File: src/rtl/assert_macros.svh
// ----------------------------------------------------------------------------
// assertion macros
// clocked assertion helpers shared by the pixel engine modules
// ----------------------------------------------------------------------------
`ifndef ASSERT_MACROS_SVH
`define ASSERT_MACROS_SVH

// property checked on every rising edge outside reset
`define MPE_ASSERT(lbl, prop, msg) \
  lbl: assert property (@(posedge clk_i) disable iff (!rst_ni) (prop)) \
    else $error(msg);

// implication form of the above
`define MPE_ASSERT_IMPL(lbl, ante, cons, msg) \
  `MPE_ASSERT(lbl, (ante) |-> (cons), msg)

`endif

File: src/rtl/mpe_pkg.sv
// ----------------------------------------------------------------------------
// mpe_pkg
// types, fixed-point constants and saturation helper of the pixel engine
// ----------------------------------------------------------------------------
package mpe_pkg;

  localparam int unsigned COORD_W   = 12;
  localparam int unsigned CFG_W     = 13;
  localparam int unsigned COUNT_W   = 10;
  localparam int unsigned INTENS_W  = 8;
  localparam int unsigned Q_W       = 32;
  localparam int unsigned SAT_W     = 48;
  localparam int unsigned SPAN_W    = 30;
  localparam int unsigned FRAC_BITS = 28;
  localparam int unsigned INTENS_SCALE = 255;

  typedef logic [COORD_W-1:0]  coord_t;
  typedef logic [CFG_W-1:0]    grid_t;
  typedef logic [COUNT_W-1:0]  count_t;
  typedef logic [INTENS_W-1:0] intens_t;
  typedef logic signed [Q_W-1:0] q_t;

  typedef struct packed {
    q_t re;
    q_t im;
  } cpoint_t;

  localparam grid_t GRID_RESET = 13'd1024;
  localparam grid_t GRID_ONE   = 13'd1;

  // Q4.28 window of the set
  localparam q_t                RE_MIN  = -32'sd536870912;
  localparam logic [SPAN_W-1:0] RE_SPAN = 30'd663035576;
  localparam q_t                IM_MIN  = -32'sd300647711;
  localparam logic [SPAN_W-1:0] IM_SPAN = 30'd601295421;

  localparam logic signed [SAT_W-1:0] SAT_HI     = 48'sh0000_7fff_ffff;
  localparam logic signed [SAT_W-1:0] SAT_LO     = 48'shffff_8000_0000;
  localparam logic signed [SAT_W-1:0] ESC_LIMIT  = 48'sd1073741824;
  localparam q_t                      Q_MAX_V    = 32'sh7fff_ffff;
  localparam q_t                      Q_MIN_V    = 32'sh8000_0000;

  function automatic q_t sat_q(input logic signed [SAT_W-1:0] v);
    q_t r;
    if (v > SAT_HI) begin
      r = Q_MAX_V;
    end else if (v < SAT_LO) begin
      r = Q_MIN_V;
    end else begin
      r = v[Q_W-1:0];
    end
    return r;
  endfunction

endpackage

File: src/rtl/mpe_if.sv
// ----------------------------------------------------------------------------
// mpe_if
// valid/ready channels for pixel coordinates and escape-time results
// ----------------------------------------------------------------------------
interface mpe_pix_if;
  import mpe_pkg::*;

  logic   valid;
  logic   ready;
  coord_t pixel_row;
  coord_t pixel_column;

  modport source(output valid, output pixel_row, output pixel_column, input ready);
  modport sink(input valid, input pixel_row, input pixel_column, output ready);
endinterface


File: src/rtl/mpe_front.sv
// ----------------------------------------------------------------------------
// mpe_front
// takes a pixel transaction and maps row and column to c by multiply and a
// bit-serial restoring divide by the grid size
// ----------------------------------------------------------------------------
`include "assert_macros.svh"

module mpe_front #(
  parameter int unsigned COORD_BITS = 12
) (
  input  logic             clk_i,
  input  logic             rst_ni,
  input  mpe_pkg::grid_t   grid_i,
  mpe_pix_if.sink          pix_i,
  output mpe_pkg::cpoint_t pt_o,
  output logic             pt_valid_o,
  input  logic             pt_ready_i
);
  import mpe_pkg::*;

  localparam int unsigned CW    = (COORD_BITS < COORD_W) ? COORD_BITS : COORD_W;
  localparam int unsigned QW    = CW + SPAN_W;
  localparam int unsigned CNT_W = $clog2(QW + 1);
  localparam int unsigned REM_W = CFG_W + 1;

  typedef enum logic [1:0] {F_IDLE, F_MUL, F_DIV, F_PUSH} fstate_e;

  fstate_e            state_q;
  logic [CW-1:0]      row_q, col_q;
  grid_t              div_q;
  logic [QW-1:0]      re_q, im_q;
  logic [REM_W-1:0]   re_rem_q, im_rem_q;
  logic [CNT_W-1:0]   step_q;

  logic signed [SAT_W-1:0] re_sum, im_sum;

  // one quotient bit per call, quotient shifts in where the dividend leaves
  function automatic logic [REM_W+QW-1:0] div_step(input logic [REM_W-1:0] rem,
                                                  input logic [QW-1:0] quo,
                                                  input grid_t d);
    logic [REM_W-1:0] r;
    logic [REM_W-1:0] dx;
    logic [REM_W+QW-1:0] res;
    r  = {rem[REM_W-2:0], quo[QW-1]};
    dx = {1'b0, d};
    if (r >= dx) begin
      res = {r - dx, quo[QW-2:0], 1'b1};
    end else begin
      res = {r, quo[QW-2:0], 1'b0};
    end
    return res;
  endfunction

  always_ff @(posedge clk_i or negedge rst_ni) begin
    if (!rst_ni) begin
      state_q  <= F_IDLE;
      row_q    <= '0;
      col_q    <= '0;
      div_q    <= GRID_ONE;
      re_q     <= '0;
      im_q     <= '0;
      re_rem_q <= '0;
      im_rem_q <= '0;
      step_q   <= '0;
    end else begin
      case (state_q)
        F_IDLE: begin
          if (pix_i.valid) begin
            row_q   <= pix_i.pixel_row[CW-1:0];
            col_q   <= pix_i.pixel_column[CW-1:0];
            div_q   <= (grid_i == '0) ? GRID_ONE : grid_i;
            state_q <= F_MUL;
          end
        end
        F_MUL: begin
          re_q     <= {{SPAN_W{1'b0}}, col_q} * {{CW{1'b0}}, RE_SPAN};
          im_q     <= {{SPAN_W{1'b0}}, row_q} * {{CW{1'b0}}, IM_SPAN};
          re_rem_q <= '0;
          im_rem_q <= '0;
          step_q   <= '0;
          state_q  <= F_DIV;
        end
        F_DIV: begin
          {re_rem_q, re_q} <= div_step(re_rem_q, re_q, div_q);
          {im_rem_q, im_q} <= div_step(im_rem_q, im_q, div_q);
          step_q <= step_q + 1'b1;
          if (step_q == CNT_W'(QW - 1)) begin
            state_q <= F_PUSH;
          end
        end
        F_PUSH: begin
          if (pt_ready_i) begin
            state_q <= F_IDLE;
          end
        end
        default: state_q <= F_IDLE;
      endcase
    end
  end

  always_comb begin
    re_sum = {{(SAT_W-Q_W){RE_MIN[Q_W-1]}}, RE_MIN} + {{(SAT_W-QW){1'b0}}, re_q};
    im_sum = {{(SAT_W-Q_W){IM_MIN[Q_W-1]}}, IM_MIN} + {{(SAT_W-QW){1'b0}}, im_q};
    pt_o.re = sat_q(re_sum);
    pt_o.im = sat_q(im_sum);
  end

  assign pix_i.ready = (state_q == F_IDLE);
  assign pt_valid_o  = (state_q == F_PUSH);

  `MPE_ASSERT_IMPL(a_front_step, state_q == F_DIV, step_q < CNT_W'(QW), "divide ran past its last bit")
  `MPE_ASSERT_IMPL(a_front_take, pix_i.valid && pix_i.ready, ##1 (state_q == F_MUL), "accepted pixel not mapped")

endmodule

File: src/flat_wrapper.sv
// flat-port wrapper written by rule: the top's interface ports become plain ports
module mpe_front_flat import mpe_pkg::*;
#(
  parameter int unsigned COORD_BITS = 12
)
  (clk_i, rst_ni, grid_i, pt_o, pt_valid_o, pt_ready_i, pix_i_valid, pix_i_pixel_row, pix_i_pixel_column, pix_i_ready);
  mpe_pix_if pix_i_i ();
  input  logic clk_i;
  input  logic rst_ni;
  input  mpe_pkg::grid_t grid_i;
  output mpe_pkg::cpoint_t pt_o;
  output logic pt_valid_o;
  input  logic pt_ready_i;
  input wire logic [$bits(pix_i_i.valid)-1:0] pix_i_valid;
  input wire logic [$bits(pix_i_i.pixel_row)-1:0] pix_i_pixel_row;
  input wire logic [$bits(pix_i_i.pixel_column)-1:0] pix_i_pixel_column;
  output wire logic [$bits(pix_i_i.ready)-1:0] pix_i_ready;
  assign pix_i_i.valid = pix_i_valid;
  assign pix_i_i.pixel_row = pix_i_pixel_row;
  assign pix_i_i.pixel_column = pix_i_pixel_column;
  assign pix_i_ready = pix_i_i.ready;
  mpe_front #(.COORD_BITS(COORD_BITS)) u_core (.clk_i(clk_i), .rst_ni(rst_ni), .grid_i(grid_i), .pix_i(pix_i_i), .pt_o(pt_o), .pt_valid_o(pt_valid_o), .pt_ready_i(pt_ready_i));
endmodule
File: config.mk
export PLATFORM = sky130hd
export DESIGN_NAME = mpe_front_flat
export DESIGN_NICKNAME = d
export VERILOG_FILES = /design/src/rtl/mpe_pkg.sv /design/src/rtl/mpe_if.sv /design/src/rtl/mpe_front.sv /design/src/flat_wrapper.sv
export VERILOG_INCLUDE_DIRS = /design/src /design/src/rtl
export SDC_FILE = /design/constraint.sdc
export NUM_CORES = 1
export LEC_CHECK = 0
export BUFFER_PORTS_ARGS = -buffer_cell sky130_fd_sc_hd__buf_2
export CORE_UTILIZATION = 61
export CTS_BUF_LIST = sky130_fd_sc_hd__clkbuf_8
export CTS_CLUSTER_SIZE = 28
export DETAILED_ROUTE_END_ITERATION = 7
export GPL_ROUTABILITY_DRIVEN = 1
export GPL_TIMING_DRIVEN = 0
export PLACE_DENSITY = 0.9
export SYNTH_ARGS = -nofsm -noshare
export SYNTH_HDL_FRONTEND = slang
export SYNTH_SLANG_ARGS = --single-unit
File: constraint.sdc
create_clock -name clk_i -period 8.1 [get_ports clk_i]
set_clock_uncertainty 0.05 [all_clocks]
set_input_delay 0.81 -clock clk_i [delete_from_list [all_inputs] [get_ports clk_i]]
set_output_delay 0.81 -clock clk_i [all_outputs]
set_load 0.01 [all_outputs]
After elaboration in Yosys (flattened, before gate mapping)
Cells that the tools add are included.
{ "word_totals": {"register_bits": 155, "input_bits": 41, "output_inout_bits": 66, "word_cells": 50} }
{ "classes": {"n_addsub": 5, "multipliers": 2, "n_lt_le_gt_ge": 6, "eq_ne": 7, "n_mux": 16, "n_reduce_logical": 5} }
{ "ops": {"columns": ["cell", "count"], "rows": [
  ["$pmux W42 S2", 2],
  ["$mux W32", 4],
  ["$mux W55", 2],
  ["$gt A48 B32 Y1 const B", 2],
  ["$lt A48 B32 Y1 const B", 2],
  ["$add A30 B43 Y44 const A", 2],
  ["$pmux W13 S2", 2],
  ["$mul A12 B30 Y42 const B", 1],
  ["$mul A12 B27 Y39 const B", 1],
  ["$ge A14 B13 Y1", 2],
  ["$sub A13 B13 Y13", 2],
  ["$logic_not A13 Y1", 1],
  ["$mux W13", 1],
  ["$pmux W6 S2", 1],
  ["$pmux W2 S4", 1],
  ["$add A6 B1 Y6 const B", 1],
  ["$eq A6 B6 Y1 const B", 1],
  ["$mux W2", 3],
  ["$eq A2 B2 Y1 const B", 2],
  ["$ne A2 B1 Y1 const B", 2],
  ["$reduce_and A3 Y1", 1],
  ["$eq A2 B1 Y1 const B", 1],
  ["$logic_not A2 Y1", 1],
  ["$ne A2 B2 Y1 const B", 1],
  ["2 further kinds", 2]
]} }

Depth between registers and ports, before layout
{ "depth": {"depth_word": 4, "depth_mapped": 23, "mapped_depth_nobuf": 23} }

Worst setup path after synthesis
Ideal clock, no wire load.
{ "synth_path": {"path_kind": "reg-to-reg", "startpoint": "register u_core.row_q[10]", "endpoint": "register u_core.im_q[41]", "setup_ns": 0.130, "arrival_time_ns": 5.629, "required_ns": 7.920, "slack_ns": 2.291, "stages_incl_launch_ff": 22, "path_buffers": 1, "period_less_slack_ns": 5.809, "path_cell_list": "dfrtp_1 fa_1 inv_1 fa_1 inv_1 fa_1 fa_1 inv_1 fa_1 inv_1 ha_1 clkbuf_1 nand4_1 nor3_1 o2111a_1 a221o_1 a211oi_2 o221ai_2 a221oi_2 o21ai_1 a2111oi_2 nor3_1"} }
{ "synth_via": {"elab_chain_cells": 2} }
{ "synth_rtl": {"columns": ["element", "line", "source"], "rows": [
  ["start, declared", "mpe_front.sv:29", "logic [CW-1:0] row_q, col_q;"],
  ["start signal, assigned", "mpe_front.sv:69", "row_q <= pix_i.pixel_row[CW-1:0];"],
  ["$mul A12 B30 Y42", "mpe_front.sv:77", "im_q <= {{SPAN_W{1'b0}}, row_q} * {{CW{1'b0}}, IM_SPAN};"],
  ["$pmux W42 S2", "mpe_front.sv:66", "case (state_q)"],
  ["end signal, assigned", "mpe_front.sv:77", null],
  ["end signal, assigned", "mpe_front.sv:85", "{im_rem_q, im_q} <= div_step(im_rem_q, im_q, div_q);"],
  ["end, declared", "mpe_front.sv:31", "logic [QW-1:0] re_q, im_q;"]
]} }
Every way passes these cells.
A chain may end at the register's enable or synchronous reset.

Final worst setup path
Same ends and word-level chain as after synthesis.

==> reports/qor.csv <==
stage,metric,value,unit
placement,placed cell areas,20690,um2
yosys,post-synthesis compound-gate area fraction,0.1604,
floorplan,Placement Rows,65,
setup_path,Worst Path Required,8.43,ns
cts,CTS buffer count,17,
final_layout,P&R area growth vs syn,7.613,%
drt,routed wl met3,4440,um
floorplan,I/O pin count,107,
cts,clock tree buffer depth,2,
floorplan,initial core utilization,0.6202,
cts,CTS tree,done,
yosys,Netlist cell types,78,
cts,H-Tree Depth,4,
final_layout,Post-Route Utilization,0.6675,
drt,drt total wl,54660,um
placement,Place WS,1.585,ns
cts,clock slew at reported path FFs,0.11,ns
sta,TNS Setup,0,ns
sta,"Min Clock Period, post-route",6.538,ns
drt,met1 WL,22480,um
final_layout,ANT cells,0,
sta,PnR worst setup slack,1.562,ns
drt,Wirelength per Cell,19.92,um
yosys,Post-Synth Simple-Gate Area,0.1056,
drt,highest routed layer,met4,
drt,Initial DRT Pass Iterations,6,
yosys,mux cell area share after synthesis,0.03513,
yosys,main combinational cell family by area after synthesis,adder cells,
setup_path,CP endpoint kind,register,
sta,Final Hold Fails,0,
floorplan,die height,181.4,um
yosys,register bit count reported by yosys,155,
cts,Clk Tree Root Cell,clkbuf_8,
run,max-cap violation count,0,
sta,RSZ-0062 raised after global routing,false,
setup_path,Worst path max stage delay,0.68,ns
drt,post-route antenna net violation count,0,
setup_path,R2R depth,21,
worst_hold_path,hold crit path type,in -> async,
setup_path,maximum net fanout on the critical path,10,
yosys,sequential area share after synthesis,0.1977,
cts,Sinks on Clock Net,155,
floorplan,Core ar.,31640,um2
drt,met2 WL,25530,um
final_layout,final instance area,21120,um2
setup_path,critical path launch point type,register,
final_layout,share of layout cells above drive strength 1,0.09223,
drt,Vias/cell,6.112,
status,status,completed,
sta,f_max,152.9,MHz
yosys,syn avg cell area,8.907,um2
yosys,Post-Synthesis Cells,2203,
setup_path,crit path buf inv count,5,
floorplan,Die ar.,32890,um2
setup_path,Stages on worst setup path,21,
yosys,Most used DFF post-synth,dfrtp_1,
sta,slew at the pin closest to its max-slew limit,0.9140,ns
grt,vias in the first global route,17142,
yosys,most frequent cell after synthesis,inv_1,
setup_path,critical path's most frequent cell,fa_1,
yosys,"FFs w/ async S/R, synth",1.000,
yosys,Yosys top cell area share,0.1964,
yosys,Synth area leader,dfrtp_1,
sta,Max-slew headroom,0.3907,
grt,global route total overflow,0,
yosys,synth top area cells,"dfrtp_1 (20%), fa_1 (19%), ha_1 (17%), inv_1 (7.7%), a21oi_1 (4.9%)",
drt,vias after detailed routing,16771,
final_layout,Final Net Count,2824,
grt,largest net degree at the start of global routing,87,
placement,HPWL after DPL,44710,um
yosys,syn nets,2698,
final_layout,fillers,2495,
placement,port bufs,106,
yosys,Mapped Area,19620,um2
cts,CTS Hold Bufs,0,
yosys,YS warnings,0,
yosys,Post-Synth Adder-Cell Area,0.3608,
cts,post-cts repair resize count,0,
placement,GPL Wtd Cong,0.9677,
drt,DRC Markers,0,
grt,total global-route track usage,0.3429,
yosys,number of synthesized flops with an enable pin,0,
setup_path,critical path data arrival time,6.87,ns
floorplan,Die X,181.4,um
sta,"Slew Viols, Final",0,
cts,setup bufs post-CTS,0,
cts,clk_lat worst skew,0.50,ns
drt,DRT iter0 DRCs,1893,
yosys,most frequent cells after synthesis,"inv_1 (404), ha_1 (269), a21oi_1 (191)",
setup_path,"delay-heaviest family, CP",adder cells,
setup_path,crit-path cells,"fa_1, inv_1, fa_1, inv_1, fa_1, fa_1, inv_1, fa_1, inv_1, ha_1, clkbuf_1, nand4_1, nor3_1, o2111a_1, a221o_1, a211oi_2, o221ai_2, a221oi_2, o21ai_1, a2111oi_2, nor3_1",
grt,antenna violations before repair,0,
sta,final setup fails,0,
sta,crit share post-route,0.8072,
setup_path,CP Class,reg -> reg,
setup_path,"slowest stage cell, crit path",fa_1,
yosys,XOR/XNOR Fraction of Synth Area,0.04776,
grt,global-route wire length before repair,88420,um
-- logic make-up (layout without fill, tap and decap cells) --
| family | after synthesis | after routing |
|---|---|---|
| XOR/XNOR | 107 | 107 |
| flip-flops | 155 | 155 |
| adder cells (fa/ha/maj) | 455 | 455 |
| multiplexers | 64 | 64 |
| buffers and inverters | 479 | 618 |
| AND/OR/NAND/NOR | 439 | 439 |
| AO/OA/AOI/OAI | 504 | 504 |
-- metrics by stage --
step                std cells  hold WS [ns]
floorplan                2203        0.4192
global placement         2711        0.4420
detailed placement       2712        0.4496
CTS                      2744        0.2926
global route             2744        0.3118
finish                   2744        0.2654
-- layer usage --
layer,global-route usage,vias to the layer above
met5,0,-
met4,0.1414,0
met3,0.05563,183
met2,0.5557,863
met1,0.4578,8116
li1,-,7609
-- worst register-to-register path, stage by stage (launching register included) --
cell	delay, ns
dfrtp_1	0.60
fa_1	0.68
inv_1	0.08
fa_1	0.50
inv_1	0.05
fa_1	0.52
fa_1	0.55
inv_1	0.06
fa_1	0.52
inv_1	0.04
ha_1	0.28
clkbuf_1	0.18
nand4_1	0.18
nor3_1	0.10
o2111a_1	0.15
a221o_1	0.35
a211oi_2	0.36
o221ai_2	0.19
a221oi_2	0.35
o21ai_1	0.18
a2111oi_2	0.39
nor3_1	0.07
-- final timing paths --
check,from,slack [ns],to
max,u_core.row_q[10],1.56,u_core.im_q[41]
min,rst_ni,0.27,u_core.im_q[26]
max reg2reg,u_core.row_q[10],1.56,u_core.im_q[41]
min reg2reg,u_core.div_q[7],0.47,u_core.div_q[7]
max in group asynchronous,rst_ni,6.87,u_core.re_q[16]
min in group clk_i,u_core.div_q[7],0.47,u_core.div_q[7]
-- flip-flops by register name, summed over array words and instances (netlist names) --
name and flops:
u_core.im_q 42, u_core.re_q 42, u_core.div_q 13, u_core.im_rem_q 13, u_core.re_rem_q 13, u_core.col_q 12
u_core.row_q 12, u_core.step_q 6, u_core.state_q 2
-- layout by cell type, fill, tap and decap left out, types with 8 or more instances in the layout --
cell       count
inv_1        404
ha_1         269
a21oi_1      191
fa_1         185
dfrtp_1      154
nor2_1       153
nand2_1      113
buf_2        108
a21o_1        68
o21ai_0       65
xnor2_1       60
clkbuf_1      57
xor2_1        47
mux2_2        39
o21ai_1       38
nand3_1       31
mux2i_1       25
nor3_1        22
a31oi_1       22
nand4_1       20
o2bb2ai_1     20
clkbuf_8      17
nor2b_1       16
and3_1        14
nand2b_1      14
o21a_1        14
nor4_1        13
o211ai_1      11
or3_1         11
buf_1          8
or2_2          8
o21bai_1       8
-- area by class of cell --
cell class | count | area (um2) | share of cell area
repair buffers | 107 | 564.3 | 0.02672
plain buffers | 72 | 289.0 | 0.01369
multi-input cells | 1569 | 13930 | 0.6595
inverters | 407 | 1528 | 0.07235
clock inverters | 15 | 192.7 | 0.009125
clock buffers | 17 | 234.0 | 0.01108
flip-flops and latches | 155 | 3880 | 0.1837
well taps | 402 | 503.0 | 0.02382
Power is left out: the tool's default activity adds up to more than one toggle a clock period on the data nets, which glitch-free logic cannot reach.
