`config.mk`:
```
export PLATFORM = sky130hd
export DESIGN_NAME = mpe_queue
export DESIGN_NICKNAME = d
export VERILOG_FILES = /design/src/rtl/mpe_pkg.sv /design/src/rtl/mpe_queue.sv
export VERILOG_INCLUDE_DIRS = /design/src /design/src/rtl
export SDC_FILE = /design/constraint.sdc
export NUM_CORES = 1
export LEC_CHECK = 0
export ABC_AREA = 1
export CAP_MARGIN = 25
export CORE_UTILIZATION = 30
export DETAILED_ROUTE_END_ITERATION = 12
export DONT_BUFFER_PORTS = 1
export GPL_TIMING_DRIVEN = 1
export MAX_ROUTING_LAYER = met4
export PLACE_DENSITY = 0.52
export SKIP_LAST_GASP = 1
export SLEW_MARGIN = 20
export SYNTH_ARGS = -nofsm -noshare
export SYNTH_HDL_FRONTEND = slang
export SYNTH_SLANG_ARGS = --single-unit
```
`constraint.sdc`:
```
create_clock -name clk_i -period 5.1 [get_ports clk_i]
set_clock_uncertainty 0.05 [all_clocks]
set_input_delay 0.255 -clock clk_i [delete_from_list [all_inputs] [get_ports clk_i]]
set_output_delay 0.255 -clock clk_i [all_outputs]
set_load 0.01 [all_outputs]
```
`src/rtl/assert_macros.svh`:
```
// ----------------------------------------------------------------------------
// assertion macros
// clocked assertion helpers shared by the pixel engine modules
// ----------------------------------------------------------------------------
`ifndef ASSERT_MACROS_SVH
`define ASSERT_MACROS_SVH

// property checked on every rising edge outside reset
`define MPE_ASSERT(lbl, prop, msg) \
  lbl: assert property (@(posedge clk_i) disable iff (!rst_ni) (prop)) \
    else $error(msg);

// implication form of the above
`define MPE_ASSERT_IMPL(lbl, ante, cons, msg) \
  `MPE_ASSERT(lbl, (ante) |-> (cons), msg)

`endif

```
`src/rtl/mpe_pkg.sv`:
```
// ----------------------------------------------------------------------------
// mpe_pkg
// types, fixed-point constants and saturation helper of the pixel engine
// ----------------------------------------------------------------------------
package mpe_pkg;

  localparam int unsigned COORD_W   = 12;
  localparam int unsigned CFG_W     = 13;
  localparam int unsigned COUNT_W   = 10;
  localparam int unsigned INTENS_W  = 8;
  localparam int unsigned Q_W       = 32;
  localparam int unsigned SAT_W     = 48;
  localparam int unsigned SPAN_W    = 30;
  localparam int unsigned FRAC_BITS = 28;
  localparam int unsigned INTENS_SCALE = 255;

  typedef logic [COORD_W-1:0]  coord_t;
  typedef logic [CFG_W-1:0]    grid_t;
  typedef logic [COUNT_W-1:0]  count_t;
  typedef logic [INTENS_W-1:0] intens_t;
  typedef logic signed [Q_W-1:0] q_t;

  typedef struct packed {
    q_t re;
    q_t im;
  } cpoint_t;

  localparam grid_t GRID_RESET = 13'd1024;
  localparam grid_t GRID_ONE   = 13'd1;

  // Q4.28 window of the set
  localparam q_t                RE_MIN  = -32'sd536870912;
  localparam logic [SPAN_W-1:0] RE_SPAN = 30'd663035576;
  localparam q_t                IM_MIN  = -32'sd300647711;
  localparam logic [SPAN_W-1:0] IM_SPAN = 30'd601295421;

  localparam logic signed [SAT_W-1:0] SAT_HI     = 48'sh0000_7fff_ffff;
  localparam logic signed [SAT_W-1:0] SAT_LO     = 48'shffff_8000_0000;
  localparam logic signed [SAT_W-1:0] ESC_LIMIT  = 48'sd1073741824;
  localparam q_t                      Q_MAX_V    = 32'sh7fff_ffff;
  localparam q_t                      Q_MIN_V    = 32'sh8000_0000;

  function automatic q_t sat_q(input logic signed [SAT_W-1:0] v);
    q_t r;
    if (v > SAT_HI) begin
      r = Q_MAX_V;
    end else if (v < SAT_LO) begin
      r = Q_MIN_V;
    end else begin
      r = v[Q_W-1:0];
    end
    return r;
  endfunction

endpackage

```
`src/rtl/mpe_queue.sv`:
```
// ----------------------------------------------------------------------------
// mpe_queue
// two-entry queue of mapped points between the mapping and iteration stages
// ----------------------------------------------------------------------------
`include "assert_macros.svh"

module mpe_queue (
  input  logic             clk_i,
  input  logic             rst_ni,
  input  mpe_pkg::cpoint_t push_data_i,
  input  logic             push_valid_i,
  output logic             push_ready_o,
  output mpe_pkg::cpoint_t pop_data_o,
  output logic             pop_valid_o,
  input  logic             pop_ready_i
);
  import mpe_pkg::*;

  localparam int unsigned DEPTH = 2;
  localparam int unsigned PTR_W = $clog2(DEPTH);
  localparam int unsigned CNT_W = $clog2(DEPTH + 1);

  cpoint_t          mem_q [DEPTH];
  logic [PTR_W-1:0] wptr_q, rptr_q;
  logic [CNT_W-1:0] cnt_q;
  logic             push, pop;

  assign push_ready_o = (cnt_q != CNT_W'(DEPTH));
  assign pop_valid_o  = (cnt_q != '0);
  assign push = push_valid_i && push_ready_o;
  assign pop  = pop_valid_o && pop_ready_i;
  assign pop_data_o = mem_q[rptr_q];

  always_ff @(posedge clk_i) begin
    if (push) begin
      mem_q[wptr_q] <= push_data_i;
    end
  end

  always_ff @(posedge clk_i or negedge rst_ni) begin
    if (!rst_ni) begin
      wptr_q <= '0;
      rptr_q <= '0;
      cnt_q  <= '0;
    end else begin
      if (push) begin
        wptr_q <= wptr_q + 1'b1;
      end
      if (pop) begin
        rptr_q <= rptr_q + 1'b1;
      end
      case ({push, pop})
        2'b10:   cnt_q <= cnt_q + 1'b1;
        2'b01:   cnt_q <= cnt_q - 1'b1;
        default: cnt_q <= cnt_q;
      endcase
    end
  end

  `MPE_ASSERT(a_queue_fill, cnt_q <= CNT_W'(DEPTH), "queue fill above depth")

endmodule

```
=== Word-level counts from Yosys, hierarchy flattened ===
Memories as Yosys holds them, arrays and structs flattened.
Cells that the tools add are included.

* Register bits after elaboration: 4
* Bits in writable memories: 128
* Input port bits: 68
* Memories kept: 1

* $add $sub $neg: 4
* Eq/ne operators: 3
* Multiplexer cells: 3
* Reductions and logical operators: 4

{| class="wikitable"
|+ Memories
! memory !! words !! width !! rd ports !! clocked after Yosys merged registers in !! write ports !! line !! text
|-
| mem_q || 2 || 64 || 1 || 0 || 1 || mpe_queue.sv:23 || <nowiki>cpoint_t mem_q [DEPTH];</nowiki>
|}

{| class="wikitable"
|+ Operator list
! cell !! number
|-
| one-hot mux 2 bit (2 select lines) || 1
|-
| nonzero test 2 bit || 2
|-
| adder 1 bit, second input constant || 2
|-
| adder 2 x 1 -> 2 bit, second input constant || 1
|-
| == test 2 x 1 -> 1 bit, second input constant || 1
|-
| == test 2 bit, second input constant || 1
|-
| logical AND 1 bit || 2
|-
| 2-to-1 mux 1 bit || 2
|-
| != test 2 bit, second input constant || 1
|-
| subtractor 2 x 1 -> 2 bit, second input constant || 1
|}

=== Depth between registers and ports, before layout ===
Gate-level depths: netlist (run 1).

* Word-level depth: 4
* Mapped depth: 10

=== Least setup slack after synthesis (run 1) ===
Ideal clock, no wire load.

* Path type: reg2reg
* From: register cnt_q[0]
* To: memory mem_q[1][0] (netlist bit), enable pin
* Setup time: 488 ps
* Arrival: 3305 ps
* Required time: 4562 ps
* Path slack: 1258 ps
* Stages on the path, launching flop included: 5
* Path through: dfrtp_1 -> inv_2 -> nand2_2 -> nand2_2 -> nor2_1

* Word-level cells in the longest chain between the ends: 4

{| class="wikitable"
|+ Ends and longest elaborated chain
! item !! line !! text
|-
| start, declared || mpe_queue.sv:25 || <nowiki>logic [CNT_W-1:0] cnt_q;</nowiki>
|-
| start signal, assigned || mpe_queue.sv:53 || <nowiki>2'b10: cnt_q <= cnt_q + 1'b1;</nowiki>
|-
| start signal, assigned || mpe_queue.sv:54 || <nowiki>2'b01: cnt_q <= cnt_q - 1'b1;</nowiki>
|-
| start signal, assigned || mpe_queue.sv:55 || <nowiki>default: cnt_q <= cnt_q;</nowiki>
|-
| != test 2 bit || mpe_queue.sv:28 || <nowiki>assign push_ready_o = (cnt_q != CNT_W'(DEPTH));</nowiki>
|-
| named net push_ready_o || mpe_queue.sv:12 || <nowiki>output logic push_ready_o,</nowiki>
|-
| logical AND 1 bit || mpe_queue.sv:30 || <nowiki>assign push = push_valid_i && push_ready_o;</nowiki>
|-
| 2-to-1 mux 1 bit || mpe_queue.sv:35 || <nowiki>if (push) begin</nowiki>
|-
| 2-to-1 mux 1 bit (implied by the code) || mpe_queue.sv:36 || <nowiki>mem_q[wptr_q] <= push_data_i;</nowiki>
|-
| end, declared || mpe_queue.sv:23 ||
|}

The timed path passes the listed nets, and every way through them passes these cells.

==> out/qor.log, run 1 <==
[run_status] status finished clean
[route] drt total wl 9430 um
[global_routing] pin count of the biggest net entering global routing 67
[power] internal cell power 2.34 mW
[route] top sig layer met4
[clock_network] cell chosen for the clock root sky130_fd_sc_hd__clkbuf_16
[power] final total power 3.54 mW
[synth] Unique masters post-synth 15
[worst_hold_path] worst hold path type input pin to asynchronous set/reset pin
[clock_network] maximum level of the CTS H-tree 4
[place] number of cells in the design after placement 569
[synth] share of synthesized area occupied by flip-flops and latches 0.808
[sta] unrepaired setup endpoints after global routing false
[critical_path] highest net fanout along the worst path 66
[die] number of standard-cell rows in the floorplan 46
[global_routing] total congestion overflow after global routing 0
[sta] total negative setup slack 0 ns
[critical_path] Largest stage delay, worst path 0.54 ns
[place] number of port buffers 0
[critical_path] start-to-end type of the worst setup path flip-flop to output pin
[route] routed wire length on met3 567 um
[sta] worst slack on hold paths 0.0869 ns
[clock_network] clock tree from TritonCTS yes
[critical_path] critical path buffer and inverter count 2
[place] area post-placement 5100 sq um
[clock_network] Post-CTS Hold Buffers 67
[sta] Final period util 0.486
[critical_path] family with the most delay on the worst path buffers and inverters
[route] average wire per standard cell 14.1 um
[route] wire length on met2 4600 um
[global_routing] antenna violations before repair 0
[place] detailed placer's ending HPWL 5420 um
[clock_network] clock tree sinks 132
[power] Switching Fraction 0.339
[critical_path] Required @ worst endpoint 4.80 ns
[clock_network] CTS Buffer Depth 2
[critical_path] CP Cell Sequence buf_4 -> inv_4 -> nand2_1 -> nand2_1
[finish] share of cells above drive strength 1 0.0885
[critical_path] endpoint arrival time on the critical path 2.17 ns
[sta] Hold Vio Cnt, Final 0
[die] placeable core area 15900 sq um
[synth] area of the mapped netlist 4880 sq um
[die] effective utilization at floorplan 0.307
[clock_network] clock latency at the later pin of the worst-skew pair 0.40 ns
[place] worst setup slack before clock tree synthesis 2.59 ns
[critical_path] element type at the critical path start flip-flop
[route] DRC marker count from the first detailed-route iteration 134
[synth] flop and latch count out of synthesis 132
[route] DRC errors left 0
[power] fraction of power consumed by sequential logic 0.435
[synth] synthesized area per cell 13.4 sq um
[clock_network] Reg clk slew, reported paths 0.05 ns
[power] worst ir drop on vdd 344 uV
[sta] PnR worst setup slack 2.62 ns
[power] power dissipated by switching net loads 1.20 mW
[power] Combinational Power Share 0.253
[route] count of TritonRoute iterations in the first routing pass 4
[critical_path] slowest cell on the critical path sky130_fd_sc_hd__buf_4
[place] placer congestion estimate 0.648
[die] Die Wd 130 um
[clock_network] post-CTS setup buffers 0
[finish] fraction of the core area covered by cells at the end of the flow 0.397
[global_routing] number of global-route vias before repair 2809
[die] Die Span Y 130 um
[finish] Diodes inserted 0
[die] total I/O pin count 134
[sta] number of pins with negative max-slew slack in the final report 0
[sta] worst slew slack as a fraction of its limit 0.331
[sta] setup-violating endpoint count in the final report 0
[finish] post-synthesis to final-layout area growth 29.4%
[power] Clk pwr share 0.312
[finish] final instance count without filler cells 668
[clock_network] post_cts resized 0
[finish] finished layout cell area 6310 sq um
[finish] count of nets after finishing 508
[sta] maximum frequency from static timing analysis 0.404 GHz
[clock_network] total CTS buffers 17
[route] met1 layer wirelength in the final routing 4130 um
[global_routing] first-pass GRT wire length 14400 um
[power] reported leakage power 2.45 nW
[global_routing] combined global-route utilization of all metal layers 0.121
[critical_path] Crit. End Element output pin
[synth] Yosys Warn Count 0
[sta] shortest period the worst path allows 2.48 ns
[die] Die Area 16800 sq um
[route] count of nets left with antenna violations after detail routing 0
[route] via-per-instance ratio 4.19
[power] power density over the cells 562 nW/um^2
[job] number of max-cap violations 0
[synth] Synthesized Nets 433
[synth] Post-Syn Instances 364
[critical_path] Critical Path Most Common Cell sky130_fd_sc_hd__nand2_1
[sta] transition time at the pin with the least slew margin 1.00 ns
[route] via count 2796
layout by cell type, fill, tap and decap left out:
| cell type | Yosys | routed |
|---|---|---|
| sky130_fd_sc_hd__dlygate4sd3_1 | 0 | 67 |
| sky130_fd_sc_hd__a21oi_1 | 1 | 1 |
| sky130_fd_sc_hd__ha_1 | 1 | 1 |
| sky130_fd_sc_hd__clkbuf_1 | 0 | 1 |
| sky130_fd_sc_hd__inv_1 | 5 | 5 |
| sky130_fd_sc_hd__nand3_1 | 2 | 2 |
| sky130_fd_sc_hd__edfxtp_1 | 128 | 128 |
| sky130_fd_sc_hd__nor2_4 | 0 | 2 |
| sky130_fd_sc_hd__clkbuf_16 | 0 | 17 |
| sky130_fd_sc_hd__clkinv_4 | 0 | 3 |
| sky130_fd_sc_hd__nand2_2 | 2 | 2 |
| sky130_fd_sc_hd__buf_4 | 6 | 3 |
| sky130_fd_sc_hd__nand4_1 | 1 | 1 |
| sky130_fd_sc_hd__nand2_1 | 200 | 200 |
| sky130_fd_sc_hd__dfrtp_2 | 0 | 1 |
| sky130_fd_sc_hd__xnor2_1 | 1 | 1 |
| sky130_fd_sc_hd__inv_6 | 0 | 1 |
| sky130_fd_sc_hd__inv_4 | 0 | 1 |
| sky130_fd_sc_hd__clkinv_2 | 0 | 6 |
| sky130_fd_sc_hd__dfrtp_1 | 4 | 3 |
| sky130_fd_sc_hd__inv_2 | 2 | 1 |
| sky130_fd_sc_hd__clkinv_1 | 0 | 1 |
| sky130_fd_sc_hd__clkinvlp_4 | 0 | 2 |
| sky130_fd_sc_hd__nor2_1 | 3 | 1 |
| sky130_fd_sc_hd__bufinv_16 | 0 | 1 |
final cells by class:
class / instances / area (sq um)
clock inverters: 14 / 114
fillers: 1535 / 9570
flip-flops and latches: 132 / 3950
repair buffers: 70 / 693
multi-input cells: 211 / 832
clock buffers: 18 / 429
inverters: 7 / 28.8
well taps: 216 / 270
layer usage:
metal / track usage / up-vias
li1: - / 1373
met1: 0.142 / 1328
met2: 0.184 / 84
met3: 0.0467 / 11
met4: 0.0561 / 0
met5: - / -
cell families (layout without fill, tap and decap cells):
logic type | count (synthesis) | in the layout | share of synthesized area
adder cells (fa/ha/maj) | 1 | 1 | 0.00256
buffers and inverters | 21 | 109 | 0.0241
XOR/XNOR | 1 | 1 | 0.00180
AND/OR/NAND/NOR | 208 | 208 | 0.162
AO/OA/AOI/OAI | 1 | 1 | 0.00102
flip-flops | 132 | 132 | 0.808
power by group through the flow:
stage                     sequential [mW]  combinational [mW]  clock [mW]
after detailed placement             1.57               0.878           0
after global placement               1.56               0.866           0
final                                1.54               0.898        1.10
after floorplan                      1.58               0.690           0
after CTS                            1.54               0.926        1.14
after global routing                 1.56                1.01        1.19
state kept, by name, indices dropped and copies added, names as in the netlist:
name,flops
rptr_q,1
cnt_q,2
mem_q,128
wptr_q,1
final timing paths:
| path | slack, ns | cells after the start | startpoint | to |
|---|---|---|---|---|
| worst max register to register | 2.63 | 5 | cnt_q[0]$_DFFE_PN0P_ | mem_q[1][2]$_DFFE_PP_ |
| max in group asynchronous | 4.70 | 1 | rst_ni | rptr_q$_DFFE_PN0P_ |
| worst min-delay path | 0.09 | 1 | rst_ni | cnt_q[1]$_DFFE_PN0P_ |
| worst min register to register | 0.49 | 2 | cnt_q[1]$_DFFE_PN0P_ | cnt_q[1]$_DFFE_PN0P_ |
| worst max-delay path | 2.62 | 4 | rptr_q$_DFFE_PN0P_ | pop_data_o[43] |
| min in group clk_i | 0.22 | 3 | push_valid_i | cnt_q[0]$_DFFE_PN0P_ |
synth_stat cells:
cell type	n	area, sq um
sky130_fd_sc_hd__inv_2	2	7.51
sky130_fd_sc_hd__ha_1	1	12.5
sky130_fd_sc_hd__a21oi_1	1	5.00
sky130_fd_sc_hd__edfxtp_1	128	3840
sky130_fd_sc_hd__nand4_1	1	6.26
sky130_fd_sc_hd__buf_2	7	35.0
sky130_fd_sc_hd__inv_1	5	18.8
sky130_fd_sc_hd__buf_6	1	11.3
sky130_fd_sc_hd__nand3_1	2	10.0
sky130_fd_sc_hd__nand2_2	2	12.5
sky130_fd_sc_hd__buf_4	6	45.0
sky130_fd_sc_hd__dfrtp_1	4	100
sky130_fd_sc_hd__xnor2_1	1	8.76
sky130_fd_sc_hd__nor2_1	3	11.3
sky130_fd_sc_hd__nand2_1	200	751
Power figures use the tool's default switching activity.
==> run 2: changes to the inputs <==
Settings changed: PLACE_DENSITY 0.52 to 0.53.
Clock period 5.1 ns to 2.1 ns, I/O delays scaled along.
==> run 2 against run 1 <==
Compared with the run above: via count is 2.6% higher; design area rose by 1.4%; clock-buffer cell count up 1; combinational power rose to 2.5 times the previous value; die area did not move; utilization increased by 0.57 points; critical path type unchanged; largest power group unchanged.
==> out/qor.log, run 2 (synthesis results as in run 1) <==
[global_routing] number of global-route vias before repair 2779
[global_routing] first-pass GRT wire length 14200 um
[sta] Final period util 0.782
[critical_path] slowest cell on the critical path sky130_fd_sc_hd__dfrtp_2
[critical_path] Crit. End Element output pin
[critical_path] Critical Path Most Common Cell sky130_fd_sc_hd__nand2_1
[power] Switching Fraction 0.326
[place] placer congestion estimate 0.665
[sta] worst slew slack as a fraction of its limit 0.722
[place] number of port buffers 0
[route] DRC errors left 0
[clock_network] total CTS buffers 17
[critical_path] Largest stage delay, worst path 0.41 ns
[power] fraction of power consumed by sequential logic 0.422
[finish] most used cells in the layout excluding fill and tap cells sky130_fd_sc_hd__nand2_1, sky130_fd_sc_hd__edfxtp_1, sky130_fd_sc_hd__dlygate4sd3_1, sky130_fd_sc_hd__clkbuf_16
[route] count of TritonRoute iterations in the first routing pass 4
[route] drt total wl 9650 um
[global_routing] combined global-route utilization of all metal layers 0.122
[power] Combinational Power Share 0.255
[clock_network] clock tree sinks 132
[route] DRC marker count from the first detailed-route iteration 165
[critical_path] Required @ worst endpoint 1.95 ns
[die] Die Area 16800 sq um
[sta] Hold Vio Cnt, Final 0
[sta] maximum frequency from static timing analysis 0.609 GHz
[global_routing] pin count of the biggest net entering global routing 65
[finish] Largest register FFs 128
[sta] shortest period the worst path allows 1.64 ns
[power] Clk pwr share 0.322
[power] worst ir drop on vdd 590 uV
[critical_path] critical path buffer and inverter count 2
[run_status] status finished clean
[critical_path] endpoint arrival time on the critical path 1.49 ns
[critical_path] element type at the critical path start flip-flop
[finish] most frequent standard cell in the layout excluding fill and tap cells sky130_fd_sc_hd__nand2_1
[clock_network] CTS Buffer Depth 2
[sta] transition time at the pin with the least slew margin 0.416 ns
[clock_network] clock latency at the later pin of the worst-skew pair 0.40 ns
[worst_hold_path] worst hold path type input pin to flip-flop
[die] placeable core area 15900 sq um
[route] count of nets left with antenna violations after detail routing 0
[place] area post-placement 5150 sq um
[die] effective utilization at floorplan 0.307
[route] average wire per standard cell 14.4 um
[clock_network] maximum level of the CTS H-tree 4
[power] power density over the cells 1380 nW/um^2
[clock_network] cell chosen for the clock root sky130_fd_sc_hd__clkbuf_16
[die] Die Span Y 130 um
[finish] Reg with most FFs mem_q
[critical_path] highest net fanout along the worst path 35
[global_routing] total congestion overflow after global routing 0
[power] internal cell power 5.98 mW
[die] total I/O pin count 134
[die] number of standard-cell rows in the floorplan 46
[route] via count 2868
[critical_path] start-to-end type of the worst setup path flip-flop to output pin
[clock_network] clock tree from TritonCTS yes
[power] final total power 8.87 mW
[finish] count of nets after finishing 513
[finish] finished layout cell area 6400 sq um
[global_routing] antenna violations before repair 0
[power] power dissipated by switching net loads 2.89 mW
[route] via-per-instance ratio 4.27
[critical_path] CP Cell Sequence inv_2 -> buf_4 -> nand2_1 -> nand2_1
[sta] setup-violating endpoint count in the final report 0
[finish] post-synthesis to final-layout area growth 31.3%
[sta] total negative setup slack 0 ns
[clock_network] Reg clk slew, reported paths 0.05 ns
[finish] Diodes inserted 0
[sta] unrepaired setup endpoints after global routing false
[sta] number of pins with negative max-slew slack in the final report 0
[job] number of max-cap violations 0
[die] Die Wd 130 um
[place] number of cells in the design after placement 573
[finish] share of cells above drive strength 1 0.0877
[clock_network] post-CTS setup buffers 0
[power] reported leakage power 2.48 nW
[finish] largest registers mem_q x128, cnt_q x2
[finish] final instance count without filler cells 672
[place] detailed placer's ending HPWL 5740 um
[critical_path] family with the most delay on the worst path buffers and inverters
==> run 2: power by group through the flow <==
stage / Sequential [mW] / Combinational (mW) / Clock, mW
2_1_floorplan: 3.78 / 1.69 / 0
3_3_place_gp: 3.79 / 2.18 / 0
3_5_place_dp: 3.80 / 2.21 / 0
4_1_cts: 3.75 / 2.34 / 2.94
5_1_grt: 3.79 / 2.54 / 3.07
6_report: 3.75 / 2.27 / 2.86
==> run 2: final timing paths <==
kind	startpoint	endpoint	slack (ns)	cells past startpoint
max reg2reg	cnt_q[0]$_DFFE_PN0P_	mem_q[1][40]$_DFFE_PP_	0.47	5
min	push_valid_i	cnt_q[0]$_DFFE_PN0P_	0.06	3
min reg2reg	cnt_q[1]$_DFFE_PN0P_	cnt_q[1]$_DFFE_PN0P_	0.48	2
min in group asynchronous	rst_ni	cnt_q[0]$_DFFE_PN0P_	0.49	2
max in group asynchronous	rst_ni	rptr_q$_DFFE_PN0P_	1.32	2
max	rptr_q$_DFFE_PN0P_	pop_data_o[0]	0.46	4
==> run 2: metrics by stage <==
| step | util | hold slack, ns | worst slack, ns |
|---|---|---|---|
| 6_report | 0.403 | 0.0596 | 0.458 |
| 3_3_place_gp | 0.324 | -0.240 | 0.489 |
| 4_1_cts | 0.403 | 0.0335 | 0.424 |
| 2_1_floorplan | - | -0.241 | 0.0457 |
| 3_5_place_dp | 0.324 | -0.240 | 0.462 |
| 5_1_grt | 0.403 | 0.0539 | 0.351 |
==> run 2: cell type report <==
| cell class | count | area (sq um) |
|---|---|---|
| Fill cell | 1534 | 9480 |
| Clock inverter | 12 | 139 |
| Timing Repair Buffer | 75 | 758 |
| Inverter | 7 | 26.3 |
| Tap cell | 216 | 270 |
| Clock buffer | 19 | 433 |
| Sequential cell | 132 | 3950 |
| Multi-Input combinational cell | 211 | 832 |
==> run 2: routing by layer <==
layer,vias up,share of wire,global-route usage
met3,9,0.070,0.0557
met1,1379,0.44,0.136
met5,-,0,-
met2,97,0.48,0.188
li1,1383,-,-
met4,0,0.013,0.0513
==> run 2: timing repair <==
item | 4_1_cts | 5_1_grt
setup endpoints to repair | 0 | 0
hold buffers | 68 | 0
gates resized for setup | 0 | 0
hold endpoints to repair | 135 | 0
==> run 2: tightest hold or removal path, cell delays in order <==
cell and delay [ns]:
sky130_fd_sc_hd__nand2_2 0.11, sky130_fd_sc_hd__ha_1 0.18, sky130_fd_sc_hd__xnor2_1 0.07
